==> config.mk <==
export PLATFORM = sky130hd
export DESIGN_NAME = equal_partition_subset_sum
export DESIGN_NICKNAME = d
export VERILOG_FILES = /design/src/hdl/eps_pkg.sv /design/src/hdl/eps_ctrl.sv /design/src/hdl/eps_dpath.sv /design/src/hdl/equal_partition_subset_sum.sv
export SDC_FILE = /design/constraint.sdc
export NUM_CORES = 2
export LEC_CHECK = 0
export ABC_CLOCK_PERIOD_IN_PS = 4600
export BUFFER_PORTS_ARGS = -buffer_cell sky130_fd_sc_hd__clkbuf_2
export CAP_MARGIN = 0
export CORE_UTILIZATION = 50
export CTS_CLUSTER_DIAMETER = 120
export DETAILED_ROUTE_END_ITERATION = 10
export PLACE_DENSITY = 0.68
export SLEW_MARGIN = 30
export SYNTH_ARGS = -nofsm -noshare
export SYNTH_HDL_FRONTEND = slang
export SYNTH_SLANG_ARGS = --single-unit
export TNS_END_PERCENT = 10
==> constraint.sdc <==
create_clock -name clk -period 4.6 [get_ports clk]
set_clock_uncertainty 0.15 [all_clocks]
set_input_delay 0.46 -clock clk [delete_from_list [all_inputs] [get_ports clk]]
set_output_delay 0.46 -clock clk [all_outputs]
set_load 0.03 [all_outputs]
==> src/hdl/eps_pkg.sv <==
package eps_pkg;

    // Largest subset sum tracked in the bitset.
    localparam int HALF_MAX = 1023;

    // Payload widths
    localparam int VALUE_W = 10;
    localparam int TOTAL_W = 12;
    localparam logic [TOTAL_W-1:0] TOTAL_CAP = '1;

    // Bitset geometry: 64-bit words
    localparam int WORD_W   = 64;
    localparam int BIT_W    = 6;
    localparam int NWORDS   = (HALF_MAX + WORD_W) / WORD_W;
    localparam int IDX_W    = (NWORDS > 1) ? $clog2(NWORDS) : 1;
    localparam int WS_W     = VALUE_W - BIT_W;
    localparam int CNT_W    = $clog2(NWORDS + 2);
    localparam int PTR_W    = ((CNT_W > WS_W) ? CNT_W : WS_W) + 2;
    localparam int TOP_BITS = HALF_MAX % WORD_W;
    localparam int TWICE_HALF = 2 * HALF_MAX;

    localparam logic [WORD_W-1:0] TOP_MASK = (TOP_BITS == WORD_W - 1) ? '1 :
        ((WORD_W'(1) << (TOP_BITS + 1)) - WORD_W'(1));

    typedef enum logic [1:0] {
        ST_IDLE,
        ST_UPDATE,
        ST_CHECK,
        ST_REPORT
    } eps_state_t;

    typedef struct packed {
        logic load;
        logic upd;
        logic check;
        logic report;
    } eps_cmd_t;

    typedef struct packed {
        logic needs_upd;
        logic upd_done;
    } eps_stat_t;

endpackage

==> src/hdl/eps_ctrl.sv <==
module eps_ctrl
    import eps_pkg::*;
(
    input  logic      clk,
    input  logic      rst_n,
    input  logic      start,
    input  logic      last,
    input  eps_stat_t stat,
    output eps_cmd_t  cmd,
    output logic      busy
);

    eps_state_t state_reg;
    eps_state_t state_next;
    logic       last_reg;
    logic       last_next;

    always_ff @(posedge clk or negedge rst_n)
    begin
        if (!rst_n)
        begin
            state_reg <= ST_IDLE;
            last_reg  <= 1'b0;
        end
        else
        begin
            state_reg <= state_next;
            last_reg  <= last_next;
        end
    end

    // Next state
    always_comb
    begin
        state_next = state_reg;
        last_next  = last_reg;
        case (state_reg)
            ST_IDLE:
            begin
                if (start)
                begin
                    last_next = last;
                    if (stat.needs_upd)
                        state_next = ST_UPDATE;
                    else if (last)
                        state_next = ST_CHECK;
                end
            end
            ST_UPDATE:
            begin
                if (stat.upd_done)
                    state_next = last_reg ? ST_CHECK : ST_IDLE;
            end
            ST_CHECK:
                state_next = ST_REPORT;
            ST_REPORT:
                state_next = ST_IDLE;
            default:
                state_next = ST_IDLE;
        endcase
    end

    // Outputs
    always_comb
    begin
        cmd  = '0;
        busy = 1'b1;
        case (state_reg)
            ST_IDLE:
            begin
                busy     = 1'b0;
                cmd.load = start;
            end
            ST_UPDATE:
                cmd.upd = 1'b1;
            ST_CHECK:
                cmd.check = 1'b1;
            ST_REPORT:
                cmd.report = 1'b1;
            default:
                busy = 1'b1;
        endcase
    end

endmodule

==> src/hdl/eps_dpath.sv <==
module eps_dpath
    import eps_pkg::*;
(
    input  logic               clk,
    input  logic               rst_n,
    input  eps_cmd_t           cmd,
    output eps_stat_t          stat,
    input  logic [VALUE_W-1:0] value,
    output logic               done,
    output logic               can_split,
    output logic               sum_overflow,
    output logic [TOTAL_W-1:0] total_sum
);

    logic [WORD_W-1:0]  mem [NWORDS];
    logic [NWORDS-1:0]  valid_reg;
    logic [TOTAL_W-1:0] total_reg;
    logic               sat_reg;
    logic [VALUE_W-1:0] value_reg;
    logic [CNT_W-1:0]   cnt_reg;

    logic [WORD_W-1:0]  a_mem_reg;
    logic               a_range_reg;
    logic               a_valid_reg;
    logic               a_zero_reg;
    logic [WORD_W-1:0]  prev_a_reg;
    logic [WORD_W-1:0]  b_mem_reg;
    logic               b_valid_reg;
    logic               b_zero_reg;

    logic               done_reg;
    logic               split_reg;
    logic               ovf_reg;
    logic [TOTAL_W-1:0] total_out_reg;

    logic [TOTAL_W:0]   sum_wide;
    logic [BIT_W-1:0]   bs;
    logic [WS_W-1:0]    ws;
    logic [PTR_W-1:0]   ra;
    logic [PTR_W-1:0]   rb;
    logic [PTR_W-1:0]   wr;
    logic [IDX_W-1:0]   ra_idx;
    logic [IDX_W-1:0]   rb_idx;
    logic [IDX_W-1:0]   wr_idx;
    logic [IDX_W-1:0]   h_idx;
    logic [TOTAL_W-2:0] half;
    logic [WORD_W-1:0]  rd_a_word;
    logic [WORD_W-1:0]  rd_b_word;
    logic [WORD_W-1:0]  shifted;
    logic [WORD_W-1:0]  new_word;
    logic               wr_en;
    logic               ovf;
    logic               split;

    assign bs = value_reg[BIT_W-1:0];
    assign ws = value_reg[VALUE_W-1:BIT_W];

    // Source word counts down from the top minus the word shift
    assign ra     = PTR_W'(NWORDS - 1) - PTR_W'(ws) - PTR_W'(cnt_reg);
    assign rb     = PTR_W'(NWORDS) - PTR_W'(cnt_reg);
    assign wr     = PTR_W'(NWORDS + 1) - PTR_W'(cnt_reg);
    assign ra_idx = ra[IDX_W-1:0];
    assign wr_idx = wr[IDX_W-1:0];
    assign half   = total_reg[TOTAL_W-1:1];
    assign h_idx  = IDX_W'(half >> BIT_W);
    assign rb_idx = cmd.check ? h_idx : rb[IDX_W-1:0];

    // An unwritten word reads as the cleared bitset
    always_comb
    begin
        if (!a_range_reg)
            rd_a_word = '0;
        else if (a_valid_reg)
            rd_a_word = a_mem_reg;
        else
            rd_a_word = WORD_W'(a_zero_reg);

        if (b_valid_reg)
            rd_b_word = b_mem_reg;
        else
            rd_b_word = WORD_W'(b_zero_reg);
    end

    // Funnel shift across the word boundary; a zero bit shift drops the low word
    assign shifted  = (prev_a_reg << bs) | ((rd_a_word >> 1) >> (~bs));
    assign new_word = (wr_idx == IDX_W'(NWORDS - 1)) ? ((rd_b_word | shifted) & TOP_MASK)
                                                     : (rd_b_word | shifted);
    assign wr_en    = cmd.upd && (cnt_reg >= CNT_W'(2));

    assign sum_wide = {1'b0, total_reg} + (TOTAL_W + 1)'(value);
    assign ovf      = sat_reg || (32'(total_reg) > TWICE_HALF);
    assign split    = !ovf && !total_reg[0] && rd_b_word[half[BIT_W-1:0]];

    assign stat.needs_upd = (value != '0) && (32'(value) <= HALF_MAX);
    assign stat.upd_done  = (cnt_reg == CNT_W'(NWORDS + 1));

    // Bitset storage and registered read ports
    always_ff @(posedge clk)
    begin
        if (wr_en)
            mem[wr_idx] <= new_word;
        a_mem_reg   <= mem[ra_idx];
        a_range_reg <= !ra[PTR_W-1];
        a_valid_reg <= valid_reg[ra_idx];
        a_zero_reg  <= (ra_idx == '0);
        prev_a_reg  <= rd_a_word;
        b_mem_reg   <= mem[rb_idx];
        b_valid_reg <= valid_reg[rb_idx];
        b_zero_reg  <= (rb_idx == '0);
    end

    always_ff @(posedge clk)
    begin
        if (cmd.load)
            value_reg <= value;
        if (cmd.report)
        begin
            split_reg     <= split;
            ovf_reg       <= ovf;
            total_out_reg <= total_reg;
        end
    end

    always_ff @(posedge clk or negedge rst_n)
    begin
        if (!rst_n)
        begin
            valid_reg <= '0;
            total_reg <= '0;
            sat_reg   <= 1'b0;
            cnt_reg   <= '0;
            done_reg  <= 1'b0;
        end
        else
        begin
            done_reg <= cmd.report;
            if (cmd.load)
            begin
                cnt_reg <= '0;
                if (sum_wide > (TOTAL_W + 1)'(TOTAL_CAP))
                begin
                    total_reg <= TOTAL_CAP;
                    sat_reg   <= 1'b1;
                end
                else
                    total_reg <= sum_wide[TOTAL_W-1:0];
            end
            else if (cmd.upd)
                cnt_reg <= cnt_reg + CNT_W'(1);
            if (wr_en)
                valid_reg[wr_idx] <= 1'b1;
            if (cmd.report)
            begin
                valid_reg <= '0;
                total_reg <= '0;
                sat_reg   <= 1'b0;
            end
        end
    end

    assign done         = done_reg;
    assign can_split    = split_reg;
    assign sum_overflow = ovf_reg;
    assign total_sum    = total_out_reg;

endmodule

==> src/hdl/equal_partition_subset_sum.sv <==
// Equal-partition subset-sum engine.
// Feed the elements of a set one request at a time: drive value and last with
// start high; the request is taken at a clock edge where busy is low. last
// marks the final element of the set.
// Each element with a value from 1 to HALF_MAX ORs a shifted copy of the
// reachable-sum bitset into itself, walking the NWORDS 64-bit words from the
// top down through a two-read-port word memory; busy stays high through the
// update, so no further request is taken until it ends. Zero or out-of-range
// values only add to the total and, unless last, leave the block free.
// After the last element, the CHECK and REPORT states read the word holding
// total/2; done then pulses for one cycle with can_split, sum_overflow and
// total_sum.
// Results stay on the outputs until the next result; done marks them for
// exactly one cycle and the receiver cannot stall the block. A new request
// may start in that cycle. Reset, and every result, clear the total and the
// bitset to the set {0}; per-word valid flags do the clearing with no sweep.
module equal_partition_subset_sum
    import eps_pkg::*;
(
    input  logic               clk,
    input  logic               rst_n,
    input  logic               start,
    output logic               busy,
    input  logic [VALUE_W-1:0] value,
    input  logic               last,
    output logic               done,
    output logic               can_split,
    output logic               sum_overflow,
    output logic [TOTAL_W-1:0] total_sum
);

    eps_cmd_t  cmd;
    eps_stat_t stat;

    // Sequence each request: accept, bitset sweep, half-sum lookup, report
    eps_ctrl u_ctrl (
        .clk   (clk),
        .rst_n (rst_n),
        .start (start),
        .last  (last),
        .stat  (stat),
        .cmd   (cmd),
        .busy  (busy)
    );

    // Hold the bitset memory, running total and result registers
    eps_dpath u_dpath (
        .clk          (clk),
        .rst_n        (rst_n),
        .cmd          (cmd),
        .stat         (stat),
        .value        (value),
        .done         (done),
        .can_split    (can_split),
        .sum_overflow (sum_overflow),
        .total_sum    (total_sum)
    );

    // A result only appears once the block is free again
    assert property (@(posedge clk) disable iff (!rst_n) done |-> !busy)
        else $error("result strobe while busy");

    // An oversized total never reports a split
    assert property (@(posedge clk) disable iff (!rst_n)
        (done && sum_overflow) |-> !can_split)
        else $error("split reported with overflow");

    // A split needs an even total
    assert property (@(posedge clk) disable iff (!rst_n)
        (done && can_split) |-> !total_sum[0])
        else $error("split reported with odd total");

    // No result directly after an accepted request
    assert property (@(posedge clk) disable iff (!rst_n)
        (start && !busy) |=> !done)
        else $error("result too soon after request");

endmodule

==> out/metrics.yaml <==
logic_synthesis:
  netlist_area_um2: 64700
  synth_top_area_share_pct: 48.6
  ys_seq_elements: 1283
  async_flop_share_pct: 2.96
  syn_inst: 5101
  yosysWarnings: 0
  synthesis.nets: 5138
  yosys-top-cells-area: "edfxtp_1 (49%), mux4_2 (15%), nand2_1 (6.5%), dfxtp_1 (6.1%), nand3_1 (4.3%)"
  synth_area_per_cell_um2: 12.7
  synth_top_area_cell: "edfxtp_1"
  synth-seq-area-share_pct: 56.2
  synth.distinct_cells: 87
  synth_flop_cell: "edfxtp_1"
  synth_edf_count: 1048
worst_setup_path:
  cp_data_required_time_ns: 4.99
  cp-start-kind: "register"
  rrSetupSlack_ns: 0.54
  cp.arrival_ns: 4.45
  worst-path-max-fanout: 52
  crit_type: "reg -> reg"
  end_kind: "register"
sta:
  setup_slack_ns: 0.538
  maxSlewHeadroom_pct: 35.9
  hold_violations: 0
  worst_pin_slew_ns: 0.961
  post-route-min-period_ns: 4.06
  clock.fmax_mhz: 246
  rsz0062_at_grt: "false"
  slew_viol_final: 0
  timing.final.crit_share_pct: 88.3
  fin_hold_ws_ns: 0.0840
  setup-violations-final: 0
die:
  initial_core_util_pct: 50.6
  die_x_um: 362
  coreArea_um2: 128000
  dieArea_um2: 131000
  rows: 131
  dieHeight_um: 362
  ios: 30
layout:
  regMostFlops: "u_dpath.mem"
  num-fill-cells: 10200
  multi_input_area_um2: 26300
  nNetsFinal: 5135
  most-common-layout-cells: "nand2_1 (1122), edfxtp_1 (1048), nand3_1 (557)"
  area_delta_synth_final_pct: 12.3
  drive_gt1_share_pct: 20.5
  ff_latch_area_um2: 36400
  final_common_cell: "nand2_1"
  largest_register_ffs: 1024
detailed_routing:
  drtIter0Drc: 7471
  antenna_left: 0
  vias: 48500
  drc: 0
  first_pass_iters: 8
  routed_wl_um: 229000
  via_per_inst: 6.98
  post_drt_wl_per_cell_um: 32.9
grt:
  antenna_found_initial: 12
  grt_pass1_vias: 46000
  grt_start_max_net_pins: 115
  overflow: 0
  grt_pass1_wl_um: 328000
  gr-usage-all-layers_pct: 34.7
clock_network:
  tritoncts: "yes"
  cts_root_buf: "clkbuf_16"
  htreeDepth: 4
  cts_num_sinks: 1283
  cts.clk_slew.worst_paths_ns: 0.07
  worst_skew_pair.late_latency_ns: 0.82
  cts_setup_buffers: 0
  numCtsBuffers: 137
  cts_buffer_depth: 3
pwr:
  peakVddDrop_mv: 0.924
  p_leak_nw: 25.4
  power_density_nw_per_um2: 894
run_status:
  status: "complete, no violations"
place:
  place_ws_ns: 0.673
  place.gp.congestion: 1.05
  io_buffers: 29
  place_hpwl_um: 143000
run:
  drv_cap: 0
hold_path:
  hold_path.class: "in -> async"
layer usage:
| layer | wire length (µm) | part of all wire, % | GRT usage, % | up-vias |
|---|---|---|---|---|
| li1 | - | - | - | 19800 |
| met1 | 86000 | 38 | 46.9 | 24300 |
| met2 | 103000 | 45 | 52.6 | 3687 |
| met3 | 28000 | 12 | 8.77 | 651 |
| met4 | 11500 | 5.0 | 16.8 | 10 |
| met5 | 67 | 0.029 | 0 | - |
power by group:
part	switching, mW	internal (mW)
sequential	2.72	16.8
clock	4.78	6.35
combinational	21.3	13.0
synth_stat cells, types with 23 or more instances:
| library cell | n |
|---|---|
| nand2_1 | 1123 |
| edfxtp_1 | 1048 |
| nand3_1 | 557 |
| mux4_2 | 444 |
| clkbuf_1 | 223 |
| dfxtp_1 | 197 |
| buf_2 | 122 |
| nor2_1 | 112 |
| mux2i_1 | 104 |
| inv_1 | 86 |
| mux2_2 | 82 |
| a31oi_1 | 77 |
| a211oi_1 | 73 |
| and3_1 | 71 |
| o221ai_1 | 71 |
| a2111oi_0 | 69 |
| a311oi_1 | 67 |
| buf_1 | 59 |
| o21ai_0 | 53 |
| a21oi_1 | 49 |
| dfrtp_1 | 38 |
| o211ai_1 | 28 |
| o22ai_1 | 27 |
| o21a_1 | 23 |
cell type report:
cell class | instances | share of cell area [%]
well taps | 1729 | 2.98
clock buffers | 182 | 5.14
flip-flops and latches | 1283 | 50.0
multi-input cells | 3297 | 36.2
inverters | 91 | 0.470
repair buffers | 288 | 4.04
diodes | 8 | 0.0275
clock inverters | 71 | 1.07
final timing paths:
path,startpoint,endpoint,depth (start not counted)
setup / recovery,u_dpath.value_reg[0]$_DFFE_PP_,u_dpath.mem[11][27]$_DFFE_PP_,8
hold / removal,rst_n,u_ctrl.last_reg$_DFFE_PN0P_,2
setup reg to reg,u_dpath.value_reg[0]$_DFFE_PP_,u_dpath.mem[11][27]$_DFFE_PP_,8
hold reg to reg,u_dpath.valid_reg[9]$_DFFE_PN0P_,u_dpath.valid_reg[9]$_DFFE_PN0P_,1
max in group asynchronous,rst_n,u_dpath.valid_reg[9]$_DFFE_PN0P_,3
min in group clk,value[9],u_dpath.value_reg[9]$_DFFE_PP_,2
what timing repair did:
item | in CTS | in global routing
gates resized for setup | 0 | 0
hold endpoints to repair | 51 | 0
hold buffers | 13 | 0
critical path, stage by stage (launching register included):
cell	delay, ns
edfxtp_1	0.84
buf_12	0.39
mux4_2	0.57
mux2_2	0.30
mux2i_1	0.41
nor2_1	0.11
a21oi_1	0.45
o211ai_1	0.28
buf_4	0.27
cells by family after synthesis:
kind of cell,Yosys count,synth area share [%]
AND/OR/NAND/NOR,1940,12.9
flip-flops,1283,56.2
AO/OA/AOI/OAI,685,8.09
multiplexers,635,18.6
buffers and inverters,521,3.55
adder cells (fa/ha/maj),23,0.468
XOR/XNOR,14,0.189
metrics by stage:
stage                     instances  total power [mW]  setup TNS, ns  area, µm²  util [%]
after CTS                      6939              64.2              0      72600      56.8
after global placement         6669              52.6              0      67900      53.0
after global routing           6941              67.3              0      72700      56.8
final                          6949              65.0              0      72700      56.8
after detailed placement       6673              53.0              0      68000      53.1
after floorplan                5101              40.1        -138.34      64700         -
Power figures use the tool's default switching activity.
